**src/design/pdrq_pkg.sv**
```systemverilog
`default_nettype none
package pdrq_pkg;

  // defaults for the top-level parameters
  localparam int DEF_QUEUE_DEPTH = 8;
  localparam int DEF_TIME_BITS   = 48;

  // payload size limit, at or above rejects
  localparam logic [15:0] PAYLOAD_LIMIT = 16'd768;

  // attempts allowed in one tick
  localparam int MAX_ATTEMPTS = 8;

  // backoff register: cap is below 2**20, one doubling past it fits
  localparam int BACKOFF_BITS = 21;
  localparam int TRIES_BITS   = 8;

  // register reset values
  localparam logic [15:0] BASE_RESET = 16'd1000;
  localparam logic [19:0] MAX_RESET  = 20'd30000;

  // register indexes
  localparam logic REG_BASE = 1'b0;
  localparam logic REG_MAX  = 1'b1;

  // result status codes
  localparam logic [2:0] ST_DIRECT    = 3'd0;
  localparam logic [2:0] ST_QUEUED    = 3'd1;
  localparam logic [2:0] ST_EVICTED   = 3'd2;
  localparam logic [2:0] ST_TOO_LARGE = 3'd3;
  localparam logic [2:0] ST_FULL      = 3'd4;
  localparam logic [2:0] ST_INVALID   = 3'd5;

  // sequencer states
  typedef enum logic [2:0] {
    S_IDLE,
    S_EVICT,
    S_APPEND,
    S_TICK,
    S_BACKOFF,
    S_FLUSH
  } state_t;

  // per-cell load controls
  typedef struct packed {
    logic shift;      // take the neighbor's entry
    logic take_head;  // take the rotated head entry instead
    logic take_new;   // take the new message
  } cell_ctrl_t;

endpackage
`default_nettype wire

```
**src/design/pdrq_cell.sv**
```systemverilog
`default_nettype none
module pdrq_cell
  import pdrq_pkg::*;
#(
  parameter int TIME_BITS = DEF_TIME_BITS
) (
  input  wire logic                  clk,
  input  wire cell_ctrl_t            ctrl,
  // new message
  input  wire logic [31:0]           new_tag,
  input  wire logic [1:0]            new_qos,
  input  wire logic                  new_retain,
  input  wire logic                  new_crit,
  input  wire logic [TIME_BITS-1:0]  new_due,
  // rotated head entry
  input  wire logic [31:0]           head_tag,
  input  wire logic [1:0]            head_qos,
  input  wire logic                  head_retain,
  input  wire logic                  head_crit,
  input  wire logic [TIME_BITS-1:0]  head_due,
  input  wire logic [TRIES_BITS-1:0] head_tries,
  // right-hand neighbor
  input  wire logic [31:0]           nb_tag,
  input  wire logic [1:0]            nb_qos,
  input  wire logic                  nb_retain,
  input  wire logic                  nb_crit,
  input  wire logic [TIME_BITS-1:0]  nb_due,
  input  wire logic [TRIES_BITS-1:0] nb_tries,
  // held entry
  output logic [31:0]                q_tag,
  output logic [1:0]                 q_qos,
  output logic                       q_retain,
  output logic                       q_crit,
  output logic [TIME_BITS-1:0]       q_due,
  output logic [TRIES_BITS-1:0]      q_tries
);

  logic [31:0]           tag_r;
  logic [1:0]            qos_r;
  logic                  retain_r;
  logic                  crit_r;
  logic [TIME_BITS-1:0]  due_r;
  logic [TRIES_BITS-1:0] tries_r;

  // entry load: new message, rotated head or neighbor
  always_ff @(posedge clk) begin
    if (ctrl.take_new) begin
      tag_r    <= new_tag;
      qos_r    <= new_qos;
      retain_r <= new_retain;
      crit_r   <= new_crit;
      due_r    <= new_due;
      tries_r  <= '0;
    end else if (ctrl.shift && ctrl.take_head) begin
      tag_r    <= head_tag;
      qos_r    <= head_qos;
      retain_r <= head_retain;
      crit_r   <= head_crit;
      due_r    <= head_due;
      tries_r  <= head_tries;
    end else if (ctrl.shift) begin
      tag_r    <= nb_tag;
      qos_r    <= nb_qos;
      retain_r <= nb_retain;
      crit_r   <= nb_crit;
      due_r    <= nb_due;
      tries_r  <= nb_tries;
    end
  end

  assign q_tag    = tag_r;
  assign q_qos    = qos_r;
  assign q_retain = retain_r;
  assign q_crit   = crit_r;
  assign q_due    = due_r;
  assign q_tries  = tries_r;

endmodule
`default_nettype wire

```
**src/design/priority_drop_retry_queue_core.sv**
```systemverilog
`default_nettype none
// Ordered retry queue of QUEUE_DEPTH messages held in a row of cells that
// rotate through slot 0. An enqueue that is rejected or sent direct answers
// in the cycle after start; a queued message is answered from the append
// state, after an eviction pass over the held entries if the queue is full.
// A tick rotates the whole queue once, one entry a cycle while no refused
// attempt holds it in the backoff state, where the backoff doubles at most
// 20 times. Results come out one per cycle as they are found, each on
// out_valid for a single cycle; the receiver cannot stall, so it must take
// every word. busy is high while an item is at work.
module priority_drop_retry_queue_core
  import pdrq_pkg::*;
#(
  parameter int QUEUE_DEPTH = DEF_QUEUE_DEPTH,
  parameter int TIME_BITS   = DEF_TIME_BITS
) (
  input  wire logic                 clk,
  input  wire logic                 rst_n,
  // command
  input  wire logic                 start,
  output logic                      busy,
  input  wire logic                 in_func,
  input  wire logic [31:0]          in_message_tag,
  input  wire logic [1:0]           in_qos_level,
  input  wire logic                 in_retain_flag,
  input  wire logic                 in_critical_flag,
  input  wire logic [15:0]          in_payload_length,
  input  wire logic                 in_topic_valid,
  input  wire logic                 in_direct_accepted,
  input  wire logic [TIME_BITS-1:0] in_now_time,
  input  wire logic                 in_link_up,
  input  wire logic [7:0]           in_accept_mask,
  // results
  output logic                      out_valid,
  output logic [2:0]                out_status,
  output logic [31:0]               out_entry_tag,
  output logic [1:0]                out_entry_qos,
  output logic                      out_entry_retain,
  output logic [8:0]                out_attempt_number,
  output logic                      out_was_accepted,
  output logic                      out_persist_needed,
  output logic [3:0]                out_queue_count,
  output logic                      out_last_result,
  // configuration
  input  wire logic                 psel,
  input  wire logic                 penable,
  input  wire logic                 pwrite,
  input  wire logic [2:0]           paddr,
  input  wire logic [31:0]          pwdata,
  output logic [31:0]               prdata,
  output logic                      pready
);

  localparam int CW = $clog2(QUEUE_DEPTH + 1);

  // configuration registers
  logic [15:0] base_r;
  logic [19:0] max_r;

  // sequencer
  state_t state_r, state_nxt;

  logic [CW-1:0]           cnt_r, cnt_nxt;
  logic [CW-1:0]           rem_r;
  logic [3:0]              n_r;
  logic [TRIES_BITS-1:0]   k_r, tries_new_r;
  logic [BACKOFF_BITS-1:0] b_r;

  // latched command
  logic [31:0]          tag_r;
  logic [1:0]           qos_r;
  logic                 ret_r;
  logic                 crit_r;
  logic [TIME_BITS-1:0] now_r;
  logic [7:0]           mask_r;
  logic [2:0]           st_r;
  logic                 pers_r;
  logic                 dropped_r;
  logic                 allcrit_r;

  // pending attempt report
  logic                 pv_r;
  logic [31:0]          p_tag_r;
  logic [1:0]           p_qos_r;
  logic                 p_ret_r;
  logic [8:0]           p_att_r;
  logic                 p_acc_r;
  logic                 p_pers_r;
  logic [3:0]           p_cnt_r;

  // output word
  logic        out_valid_r;
  logic [2:0]  o_status_r;
  logic [31:0] o_tag_r;
  logic [1:0]  o_qos_r;
  logic        o_ret_r;
  logic [8:0]  o_att_r;
  logic        o_acc_r;
  logic        o_pers_r;
  logic [3:0]  o_cnt_r;
  logic        o_last_r;

  // cell row
  cell_ctrl_t            cctrl [QUEUE_DEPTH];
  logic [31:0]           c_tag [QUEUE_DEPTH];
  logic [1:0]            c_qos [QUEUE_DEPTH];
  logic                  c_ret [QUEUE_DEPTH];
  logic [QUEUE_DEPTH-1:0] c_crit;
  logic [TIME_BITS-1:0]  c_due [QUEUE_DEPTH];
  logic [TRIES_BITS-1:0] c_tries [QUEUE_DEPTH];

  // head rewrite data
  logic [TIME_BITS-1:0]  hd_due;
  logic [TRIES_BITS-1:0] hd_tries;

  // control
  logic accept, enq_reject, full, allcrit_now, too_large;
  logic due_ok, att, acc, evict_drop, bo_more, bo_done;
  logic shift, reinsert, drop, append, last_step;
  logic [BACKOFF_BITS-1:0] b_cap;
  logic [TIME_BITS:0]      due_sum;
  logic [TIME_BITS-1:0]    due_new;
  logic [TRIES_BITS-1:0]   tries_inc;
  logic [2:0]              rej_status;

  // configuration port
  assign pready = 1'b1;
  always_comb begin
    prdata = '0;
    case (paddr[2])
      REG_BASE: prdata = {16'd0, base_r};
      REG_MAX:  prdata = {12'd0, max_r};
      default:  prdata = '0;
    endcase
  end

  always_ff @(posedge clk) begin
    if (!rst_n) begin
      base_r <= BASE_RESET;
      max_r  <= MAX_RESET;
    end else if (psel && penable && pwrite) begin
      if (paddr[2] == REG_BASE) begin
        base_r <= pwdata[15:0];
      end else begin
        max_r <= pwdata[19:0];
      end
    end
  end

  // enqueue checks
  assign accept      = start && !busy;
  assign full        = (cnt_r >= CW'(QUEUE_DEPTH));
  assign allcrit_now = &c_crit;
  assign too_large   = (in_payload_length >= PAYLOAD_LIMIT);
  assign enq_reject  = !in_topic_valid || too_large || in_direct_accepted ||
                       (full && allcrit_now && !in_critical_flag);

  always_comb begin
    if (!in_topic_valid) begin
      rej_status = ST_INVALID;
    end else if (too_large) begin
      rej_status = ST_TOO_LARGE;
    end else if (in_direct_accepted) begin
      rej_status = ST_DIRECT;
    end else begin
      rej_status = ST_FULL;
    end
  end

  // head evaluation and backoff unit
  assign due_ok    = (now_r >= c_due[0]);
  assign att       = (state_r == S_TICK) && due_ok && !n_r[3];
  assign acc       = mask_r[n_r[2:0]];
  assign tries_inc = (c_tries[0] == '1) ? c_tries[0] : c_tries[0] + 1'b1;
  assign bo_more   = (k_r < tries_new_r) && (b_r < {1'b0, max_r}) && (b_r != '0);
  assign bo_done   = (state_r == S_BACKOFF) && !bo_more;
  assign b_cap     = (b_r > {1'b0, max_r}) ? {1'b0, max_r} : b_r;
  assign due_sum   = {1'b0, now_r} + (TIME_BITS + 1)'(b_cap);
  assign due_new   = due_sum[TIME_BITS] ? '1 : due_sum[TIME_BITS-1:0];
  assign hd_due    = bo_done ? due_new : c_due[0];
  assign hd_tries  = bo_done ? tries_new_r : c_tries[0];

  // next state
  always_comb begin
    state_nxt = state_r;
    case (state_r)
      S_IDLE: begin
        if (accept) begin
          if (in_func) begin
            if (in_link_up && cnt_r != '0) state_nxt = S_TICK;
          end else if (!enq_reject) begin
            state_nxt = full ? S_EVICT : S_APPEND;
          end
        end
      end
      S_EVICT: begin
        if (last_step) state_nxt = S_APPEND;
      end
      S_APPEND: state_nxt = S_IDLE;
      S_TICK: begin
        if (att && !acc) begin
          state_nxt = S_BACKOFF;
        end else if (last_step) begin
          state_nxt = S_FLUSH;
        end
      end
      S_BACKOFF: begin
        if (bo_done) state_nxt = (rem_r == CW'(1)) ? S_FLUSH : S_TICK;
      end
      S_FLUSH: state_nxt = S_IDLE;
      default: state_nxt = S_IDLE;
    endcase
  end

  // sequencer outputs: row movement
  always_comb begin
    evict_drop = 1'b0;
    shift      = 1'b0;
    drop       = 1'b0;
    append     = 1'b0;
    case (state_r)
      S_EVICT: begin
        evict_drop = !dropped_r && (!c_crit[0] || allcrit_r);
        shift      = 1'b1;
        drop       = evict_drop;
      end
      S_APPEND: append = 1'b1;
      S_TICK: begin
        shift = !(att && !acc);
        drop  = att && acc;
      end
      S_BACKOFF: shift = bo_done;
      default: shift = 1'b0;
    endcase
  end

  assign reinsert  = shift && !drop;
  assign last_step = shift && (rem_r == CW'(1));
  assign busy      = (state_r != S_IDLE);

  always_comb begin
    cnt_nxt = cnt_r;
    if (drop) begin
      cnt_nxt = cnt_r - 1'b1;
    end else if (append) begin
      cnt_nxt = cnt_r + 1'b1;
    end
  end

  // cell row, slot 0 is the head
  for (genvar i = 0; i < QUEUE_DEPTH; i++) begin : g_cell
    localparam int NB = (i == QUEUE_DEPTH - 1) ? i : i + 1;

    assign cctrl[i].shift     = shift;
    assign cctrl[i].take_head = reinsert && (cnt_r == CW'(i + 1));
    assign cctrl[i].take_new  = append && (cnt_r == CW'(i));

    pdrq_cell #(
      .TIME_BITS (TIME_BITS)
    ) u_cell (
      .clk         (clk),
      .ctrl        (cctrl[i]),
      .new_tag     (tag_r),
      .new_qos     (qos_r),
      .new_retain  (ret_r),
      .new_crit    (crit_r),
      .new_due     (now_r),
      .head_tag    (c_tag[0]),
      .head_qos    (c_qos[0]),
      .head_retain (c_ret[0]),
      .head_crit   (c_crit[0]),
      .head_due    (hd_due),
      .head_tries  (hd_tries),
      .nb_tag      (c_tag[NB]),
      .nb_qos      (c_qos[NB]),
      .nb_retain   (c_ret[NB]),
      .nb_crit     (c_crit[NB]),
      .nb_due      (c_due[NB]),
      .nb_tries    (c_tries[NB]),
      .q_tag       (c_tag[i]),
      .q_qos       (c_qos[i]),
      .q_retain    (c_ret[i]),
      .q_crit      (c_crit[i]),
      .q_due       (c_due[i]),
      .q_tries     (c_tries[i])
    );
  end

  // control registers
  always_ff @(posedge clk) begin
    if (!rst_n) begin
      state_r     <= S_IDLE;
      cnt_r       <= '0;
      out_valid_r <= 1'b0;
      pv_r        <= 1'b0;
    end else begin
      state_r     <= state_nxt;
      cnt_r       <= cnt_nxt;
      out_valid_r <= 1'b0;
      if (accept) begin
        pv_r <= 1'b0;
        if (!in_func && enq_reject) out_valid_r <= 1'b1;
      end
      if (state_r == S_APPEND) out_valid_r <= 1'b1;
      if (att) begin
        pv_r <= 1'b1;
        if (pv_r) out_valid_r <= 1'b1;
      end
      if (state_r == S_FLUSH && pv_r) out_valid_r <= 1'b1;
    end
  end

  // datapath registers
  always_ff @(posedge clk) begin
    // command latch
    if (accept) begin
      tag_r     <= in_message_tag;
      qos_r     <= in_qos_level;
      ret_r     <= in_retain_flag;
      crit_r    <= in_critical_flag;
      now_r     <= in_now_time;
      mask_r    <= in_accept_mask;
      st_r      <= full ? ST_EVICTED : ST_QUEUED;
      pers_r    <= 1'b0;
      dropped_r <= 1'b0;
      allcrit_r <= allcrit_now;
      rem_r     <= cnt_r;
      n_r       <= '0;
    end
    if (shift) rem_r <= rem_r - 1'b1;
    if (evict_drop) begin
      dropped_r <= 1'b1;
      pers_r    <= c_crit[0];
    end
    // attempt capture
    if (att) begin
      n_r      <= n_r + 1'b1;
      p_tag_r  <= c_tag[0];
      p_qos_r  <= c_qos[0];
      p_ret_r  <= c_ret[0];
      p_att_r  <= {1'b0, c_tries[0]} + 9'd1;
      p_acc_r  <= acc;
      p_pers_r <= acc && c_crit[0];
      p_cnt_r  <= 4'(acc ? cnt_r - 1'b1 : cnt_r);
      tries_new_r <= tries_inc;
      b_r      <= BACKOFF_BITS'(base_r);
      k_r      <= '0;
    end
    // backoff doubling
    if (state_r == S_BACKOFF && bo_more) begin
      b_r <= {b_r[BACKOFF_BITS-2:0], 1'b0};
      k_r <= k_r + 1'b1;
    end
    // output word
    if (accept) begin
      o_status_r <= rej_status;
      o_tag_r    <= '0;
      o_qos_r    <= '0;
      o_ret_r    <= 1'b0;
      o_att_r    <= '0;
      o_acc_r    <= 1'b0;
      o_pers_r   <= 1'b0;
      o_cnt_r    <= 4'(cnt_r);
      o_last_r   <= 1'b1;
    end else if (state_r == S_APPEND) begin
      o_status_r <= st_r;
      o_tag_r    <= '0;
      o_qos_r    <= '0;
      o_ret_r    <= 1'b0;
      o_att_r    <= '0;
      o_acc_r    <= 1'b0;
      o_pers_r   <= pers_r || crit_r;
      o_cnt_r    <= 4'(cnt_r + 1'b1);
      o_last_r   <= 1'b1;
    end else if (att || state_r == S_FLUSH) begin
      o_status_r <= ST_QUEUED;
      o_tag_r    <= p_tag_r;
      o_qos_r    <= p_qos_r;
      o_ret_r    <= p_ret_r;
      o_att_r    <= p_att_r;
      o_acc_r    <= p_acc_r;
      o_pers_r   <= p_pers_r;
      o_cnt_r    <= p_cnt_r;
      o_last_r   <= (state_r == S_FLUSH);
    end
  end

  assign out_valid          = out_valid_r;
  assign out_status         = o_status_r;
  assign out_entry_tag      = o_tag_r;
  assign out_entry_qos      = o_qos_r;
  assign out_entry_retain   = o_ret_r;
  assign out_attempt_number = o_att_r;
  assign out_was_accepted   = o_acc_r;
  assign out_persist_needed = o_pers_r;
  assign out_queue_count    = o_cnt_r;
  assign out_last_result    = o_last_r;

`ifndef SYNTHESIS
  // fill level never passes the depth
  a_cnt_range: assert property (@(posedge clk) disable iff (!rst_n)
    cnt_r <= CW'(QUEUE_DEPTH))
    else $error("queue count above depth");

  // a tick with the link down gives nothing and leaves the block idle
  a_tick_down: assert property (@(posedge clk) disable iff (!rst_n)
    accept && in_func && !in_link_up |=> !out_valid && !busy)
    else $error("tick with link down produced work");

  // accepted attempts are always reported as attempt words
  a_acc_status: assert property (@(posedge clk) disable iff (!rst_n)
    out_valid && out_was_accepted |-> out_status == ST_QUEUED && out_attempt_number != 9'd0)
    else $error("accepted word with bad status");

  // the pending report is always flushed before going idle
  a_flush: assert property (@(posedge clk) disable iff (!rst_n)
    state_r == S_FLUSH && pv_r |=> out_valid && out_last_result)
    else $error("pending report lost");
`endif

endmodule
`default_nettype wire
```
**config.mk**
```make
export PLATFORM = sky130hd
export DESIGN_NAME = priority_drop_retry_queue_core
export DESIGN_NICKNAME = d
export VERILOG_FILES = /design/src/design/pdrq_pkg.sv /design/src/design/pdrq_cell.sv /design/src/design/priority_drop_retry_queue_core.sv
export SDC_FILE = /design/constraint.sdc
export NUM_CORES = 2
export LEC_CHECK = 0
export ABC_AREA = 1
export BUFFER_PORTS_ARGS = -buffer_cell sky130_fd_sc_hd__buf_2
export CORE_UTILIZATION = 45
export CTS_BUF_LIST = sky130_fd_sc_hd__clkbuf_4 sky130_fd_sc_hd__clkbuf_8 sky130_fd_sc_hd__clkbuf_16
export CTS_CLUSTER_DIAMETER = 30
export CTS_CLUSTER_SIZE = 30
export DETAILED_ROUTE_END_ITERATION = 8
export SLEW_MARGIN = 20
export SYNTH_ARGS = -nofsm -noshare
export SYNTH_HDL_FRONTEND = slang
export SYNTH_SLANG_ARGS = --single-unit
```
**constraint.sdc**
```tcl
create_clock -name clk -period 4.8 [get_ports clk]
set_input_delay 0.24 -clock clk [delete_from_list [all_inputs] [get_ports clk]]
set_output_delay 0.24 -clock clk [all_outputs]
set_load 0.01 [all_outputs]
```
# After elaboration in Yosys (flattened, before gate mapping)
# Index checks and enable logic that the tools add are counted.
word_totals:
  reg_bits: 1028
  input_bits: 153
  out_inout_bits: 89
  wordCells: 403
op_classes:
  n_addsub: 8
  order_cmp: 7
  eq_ne: 22
  mux: 184
  bitwise: 1
  reduce_logical: 95
op_table:
  columns: ["op", "n"]
  rows:
  - ["48-bit two-way mux", 25]
  - ["32-bit two-way mux", 23]
  - ["8-bit two-way mux", 18]
  - ["32-bit case mux with 2 select lines", 1]
  - ["21-bit two-way mux", 3]
  - ["1-bit two-way mux", 60]
  - ["2-bit two-way mux", 25]
  - ["48-bit by 21-bit adder with 49-bit output", 1]
  - ["48-bit greater-or-equal comparator", 1]
  - ["3-bit two-way mux", 15]
  - ["1-bit logical AND", 44]
  - ["4-bit two-way mux", 10]
  - ["2-bit nonzero test", 15]
  - ["3-bit nonzero test", 9]
  - ["21-bit by 20-bit greater-than comparator with 1-bit output", 1]
  - ["21-bit by 20-bit less-than comparator with 1-bit output", 1]
  - ["21-bit nonzero test", 1]
  - ["8-bit by 1-bit adder with 8-bit output (second input constant)", 2]
  - ["4-bit by 3-bit == test with 1-bit output (second input constant)", 4]
  - ["16-bit by 10-bit greater-or-equal comparator with 1-bit output (second input constant)", 1]
  - ["3-bit case mux with 4 select lines", 1]
  - ["1-bit zero test", 11]
  - ["8-bit by 1-bit adder with 9-bit output (second input constant)", 1]
  - ["4-bit by 1-bit adder with 4-bit output (second input constant)", 2]
  - ["26 further kinds", 42]

# Longest topological paths before layout
depth:
  depth_word: 11
  ltp_mapped: 30
  depth_no_buf: 29

# Hierarchy
# Synthesis repeated with hierarchy kept, for this count alone.
hier_totals:
  cells_unflattened: 8241
  hier_area_um2: 61436.4
modules_own_cells:
  columns: ["module", "instances", "cells_each", "area_per_inst_um2", "seq_area_each_um2"]
  rows:
  - ["pdrq_cell", 8, 790, 5609.1, 2682.6]
  - ["priority_drop_retry_queue_core", 1, 1921, 16563.4, 7797.5]

# Worst setup path before layout
# No wires, ideal clock.
synth_path:
  path_kind: "reg-to-reg"
  startpoint: "register b_r[8]"
  endpoint: "register g_cell[2].u_cell.crit_r, enable pin"
  arrival_ps: 3486
  t_required_ps: 3977
  path_slack_ps: 491
  path_stages_with_launch: 13
  path_buffers: 2
  period_less_slack_ps: 4309
  path_cell_list: "edfxtp_1 ha_1 a21o_1 o21ai_1 a21oi_2 nor2_2 nand3_4 a21oi_1 nand2_2 buf_6 inv_1 buf_2 nand2_1"
synth_via:
  elab_chain_cells: 10
  word_cells_on_any_way: 11
  cone_classes: "order compare (1); mux (1); reduce/logical (9)"
synth_rtl:
  columns: ["element", "line", "source"]
  rows:
  - ["start, declared", "priority_drop_retry_queue_core.sv:67", "logic [BACKOFF_BITS-1:0] b_r;"]
  - ["start signal, assigned", "priority_drop_retry_queue_core.sv:346", "b_r <= BACKOFF_BITS'(base_r);"]
  - ["start signal, assigned", "priority_drop_retry_queue_core.sv:351", "b_r <= {b_r[BACKOFF_BITS-2:0], 1'b0};"]
  - ["21-bit by 20-bit less-than comparator with 1-bit output", "priority_drop_retry_queue_core.sv:175", "assign bo_more = (k_r < tries_new_r) && (b_r < {1'b0, max_r}) && (b_r != '0);"]
  - ["1-bit logical AND", "priority_drop_retry_queue_core.sv:175", null]
  - ["1-bit logical AND (*)", "priority_drop_retry_queue_core.sv:175", null]
  - ["1-bit zero test (*)", "priority_drop_retry_queue_core.sv:176", "assign bo_done = (state_r == S_BACKOFF) && !bo_more;"]
  - ["1-bit logical AND (*)", "priority_drop_retry_queue_core.sv:176", null]
  - ["1-bit case mux with 3 select lines (*)", "priority_drop_retry_queue_core.sv:221", "case (state_r)"]
  - ["1-bit logical AND", "priority_drop_retry_queue_core.sv:237", "assign reinsert = shift && !drop;"]
  - ["1-bit logical AND", "priority_drop_retry_queue_core.sv:255", "assign cctrl[i].take_head = reinsert && (cnt_r == CW'(i + 1));"]
  - ["1-bit logical AND", "pdrq_cell.sv:54", "end else if (ctrl.shift && ctrl.take_head) begin"]
  - ["3-bit nonzero test (no source line) (*)", null, null]
  - ["end signal, assigned", "pdrq_cell.sv:51", "crit_r <= new_crit;"]
  - ["end signal, assigned", "pdrq_cell.sv:58", "crit_r <= head_crit;"]
  - ["end signal, assigned", "pdrq_cell.sv:65", "crit_r <= nb_crit;"]
  - ["end, declared", "pdrq_cell.sv:41", "logic crit_r;"]
# Mark *: on every way between the ends. The rest lies on a longest branch, timed or not.
# A chain may end at the register's enable or synchronous reset.

# Worst setup path after layout
layout_path:
  startpoint: "register b_r[18]"
  endpoint: "register g_cell[5].u_cell.due_r[9] (data pin)"
layout_via:
  elab_chain_cells: 11
  word_cells_on_any_way: 17
  cone_classes: "add/sub (1); order compare (2); mux (6); reduce/logical (8)"
layout_rtl:
  columns: ["element", "line", "source"]
  rows:
  - ["branches (longest 9 deep; another with 48-bit by 21-bit adder with 49-bit output)", null, null]
  - ["48-bit two-way mux (*)", "pdrq_cell.sv:54", null]
  - ["48-bit two-way mux (*)", "pdrq_cell.sv:47", "if (ctrl.take_new) begin"]
  - ["end signal, assigned", "pdrq_cell.sv:52", "due_r <= new_due;"]
  - ["end signal, assigned", "pdrq_cell.sv:59", "due_r <= head_due;"]
  - ["end signal, assigned", "pdrq_cell.sv:66", "due_r <= nb_due;"]
  - ["end, declared", "pdrq_cell.sv:42", "logic [TIME_BITS-1:0] due_r;"]
# Mark *: on every way between the ends.

==> impl_metrics.ini <==
[synthesis]
synth_area_per_cell_um2 = 7.98
yosys_most_used_dff = edfxtp_1
ys_seq_area_share_pct = 51.0
synth_area_um2 = 57300
synthCells = 7186
synth-seq-cells = 1027
yosysUniqueCellTypes = 49
synth-edff-count = 869
ys_warn_count = 0
synth-async-reset-ratio_pct = 0

[placement]
port_buffers = 206
gp_congestion = 0.936
dp_hpwl_mm = 113
dpl_worst_slack_ns = -0.100
placedInstanceArea_um2 = 60600
dp.cells = 8780

[floorplanning]
core_area_um2 = 126000
die_w_um = 359
io_pins = 242
initial_core_util_pct = 45.5
num_rows = 130
die-area_um2 = 129000
die_h_um = 359

[sta]
fin_crit_sh_pct = 95.8
fin_hold_ws_ns = 0.0823
maxSlewHeadroom_pct = 22.9
min_period_ns = 4.60
max_clock_freq_ghz = 0.217
finalSetupViolations = 0
slew_violations = 0
setup_slack_ns = 0.201
fin_tns_setup_ns = 0
hold_violations = 0
fin_worst_skew_ns = 0.0535
worst_pin_slew_ns = 1.16

[hold_path]
hp-start = in_message_tag[29]
worstHoldEndpoint = tag_r[29]
hp-class = input pin to flip-flop
worstHoldPathCells = 2

[clock_tree]
cts_buffers = 281
cts_root_buf = clkbuf_16
htree_levels = 5
path_clk_slew_ns = 0.04
clk_path_buf_depth = 4
cts_tree = yes
clock_sinks = 1027
insertion_delay_ns = 0.87

[critical_path]
slowest_delay_ns = 0.39
r2r_slack_ns = 0.20
critPathBufInv = 2
cp-start-kind = flip-flop
path_class = flip-flop to flip-flop
endpoint_kind = flip-flop
arrival_ns = 5.19
r2r_cells = 22
reg2reg_to = g_cell[5].u_cell.q_due[9]
r2r_start = b_r[18]
cp_data_required_time_ns = 5.39
crit_slowest_cell = ha_1
cpMostUsedCell = nand2_1
path_cells = ha_1, nand4_1, nor2_4, nand2_1, a21oi_4, o22ai_4, buf_4, o21ai_1, ha_1, nand3_1, nand3_2, nand2_1, nand2_2, nand2_1, nand3_4, nand3_4, nand3_4, clkbuf_16, o21ai_4, nand4_1, nand3_1, nand2_1
crit_family = simple AND/OR/NAND/NOR gates
worstPathMaxFanout = 8

[cells_and_area]
drive_gt1_share_pct = 13.2
final_cells = 9425
syn_to_final_growth_pct = 24.7
n_antenna_cell = 0
stdcell_area_um2 = 71500
utilization_pct = 56.7
nets = 7834

[grt]
antenna_found_initial = 0
grt_pass1_vias = 50600
grt_pass1_wl_mm = 305
grt_max_degree = 133
grt_util_all_layers_pct = 30.7
grt_overflow = 0

[detailed_routing]
routedWlPerCell_um = 21.4
vias_per_cell = 5.56
num_vias = 52400
drc = 0
routed_wl_mm = 201
firstDrtPassIters = 6
drtIter0Drc = 5911
ant_nets = 0

[power_and_ir_drop]
cellPowerDensity_nw_per_um2 = 624
switching_power_mw = 15.3
internal_power_mw = 29.3
ir_worst_vdd_v = 0.000505
p_sw_share_pct = 34.4
p_comb_share_pct = 27.3
power_frac_clock_pct = 39.9
p_leak_nw = 33.3
finalPower_mw = 44.6
p_seq_share_pct = 32.8

[outcome]
status = completed

[job]
cap_viol_max_count = 0
==> cell usage in the layout (no fill, tap or decap), types with 31 or more instances in the layout <==
cell / n
a21oi_1: 94
nand4_1: 416
o21ai_0: 366
xor2_1: 39
clkinv_1: 54
clkinv_2: 44
o21ai_4: 31
dfxtp_1: 158
nand2_1: 2372
ha_1: 103
inv_1: 969
buf_2: 206
nand3_1: 452
clkbuf_16: 294
nor2_1: 430
clkbuf_4: 49
o21ai_1: 192
buf_4: 171
edfxtp_1: 869
dlygate4sd3_1: 149
buf_12: 54
==> Yosys cell counts (4+ instances only) <==
master    count  share of area, %
xor2_1       39              0.60
nor2_2        4             0.044
buf_6        32              0.63
o211ai_1      5             0.065
a21o_1        5             0.065
xnor2_1       8              0.12
o21ai_0     377               3.3
nor3b_1       4             0.052
inv_1       980               6.4
nand3_1     458               4.0
buf_2       150               1.3
nand2_2       4             0.044
clkbuf_1    212               1.4
nand3_2      11              0.19
buf_4        43              0.56
nand3b_1      5             0.065
o21bai_1      6             0.079
ha_1        105               2.3
edfxtp_1    869                46
nand4_1     416               4.5
buf_1        56              0.37
o21ai_1     185               1.6
nor2_1      451               3.0
a31oi_1      11              0.12
nor3_1       22              0.19
o21ai_4      30              0.85
dfxtp_1     158               5.5
nand2_1    2404                16
or2_2         6             0.065
inv_2         9             0.059
a21oi_1      98              0.86
==> cell type report <==
type                    count  area [um2]
inverters                 991        3760
clock inverters           131        1170
multi-input cells        4688       22400
well taps                1650        2060
clock buffers             352        7820
repair buffers            586        5010
flip-flops and latches   1027       29300
fillers                 11100       54600
==> per-layer routing <==
metal / global-route usage, % / part of all wire, % / vias to the layer above
li1: - / - / 24300
met2: 48.4 / 45 / 2901
met3: 5.52 / 10 / 552
met4: 13.1 / 3.9 / 0
met1: 41.5 / 41 / 24700
met5: 0 / 0 / -
==> repair_timing <==
item                                    in CTS  in global routing
cloned                                       0                  5
endpoints found under the setup margin     176                381
resized for setup                            3                 68
pin swaps                                    0                  9
buffers inserted                             0                  8
hold endpoints to repair                   136                  0
hold buffers                               149                  0
==> worst max path at each step <==
stage,from,endpoint,slack [ns],depth (start not counted)
final,b_r[18],g_cell[5].u_cell.q_due[9],0.20,22
after global routing,b_r[18],g_cell[6].u_cell.q_due[33],-0.07,26
after CTS,b_r[18],g_cell[4].u_cell.q_due[15],0.03,20
after detailed placement,b_r[16],g_cell[3].u_cell.q_due[34],-0.10,23
after global placement,b_r[16],g_cell[3].u_cell.q_due[30],-0.04,22
after floorplan,b_r[8],g_cell[2].u_cell.q_crit,0.49,12
==> kinds of logic after synthesis <==
group	share of synthesized area [%]
compound gates	7.09
xor+xnor	0.718
fa+ha+maj	2.33
buf+inv	10.8
flops	51.0
mux	0.0175
other cells	0.0131
simple gates	28.0
==> registers in the layout, indices dropped and copies added, names as in the netlist, 9 cells and up <==
name	flops
b_r	21
base_r	16
g_cell.u_cell.q_due	384
g_cell.u_cell.q_qos	16
g_cell.u_cell.q_tag	256
g_cell.u_cell.q_tries	64
max_r	20
now_r	48
out_attempt_number	9
out_entry_tag	32
p_att_r	9
p_tag_r	32
tag_r	32
==> power by group through the flow <==
stage	Sequential (mW)	Clock, mW	Combinational, mW
final	14.6	17.8	12.2
after global routing	14.9	18.4	13.3
after CTS	14.6	17.9	11.9
after detailed placement	14.7	0	11.7
after global placement	14.7	0	11.5
after floorplan	14.4	0	7.56
Power figures use the tool's default switching activity.
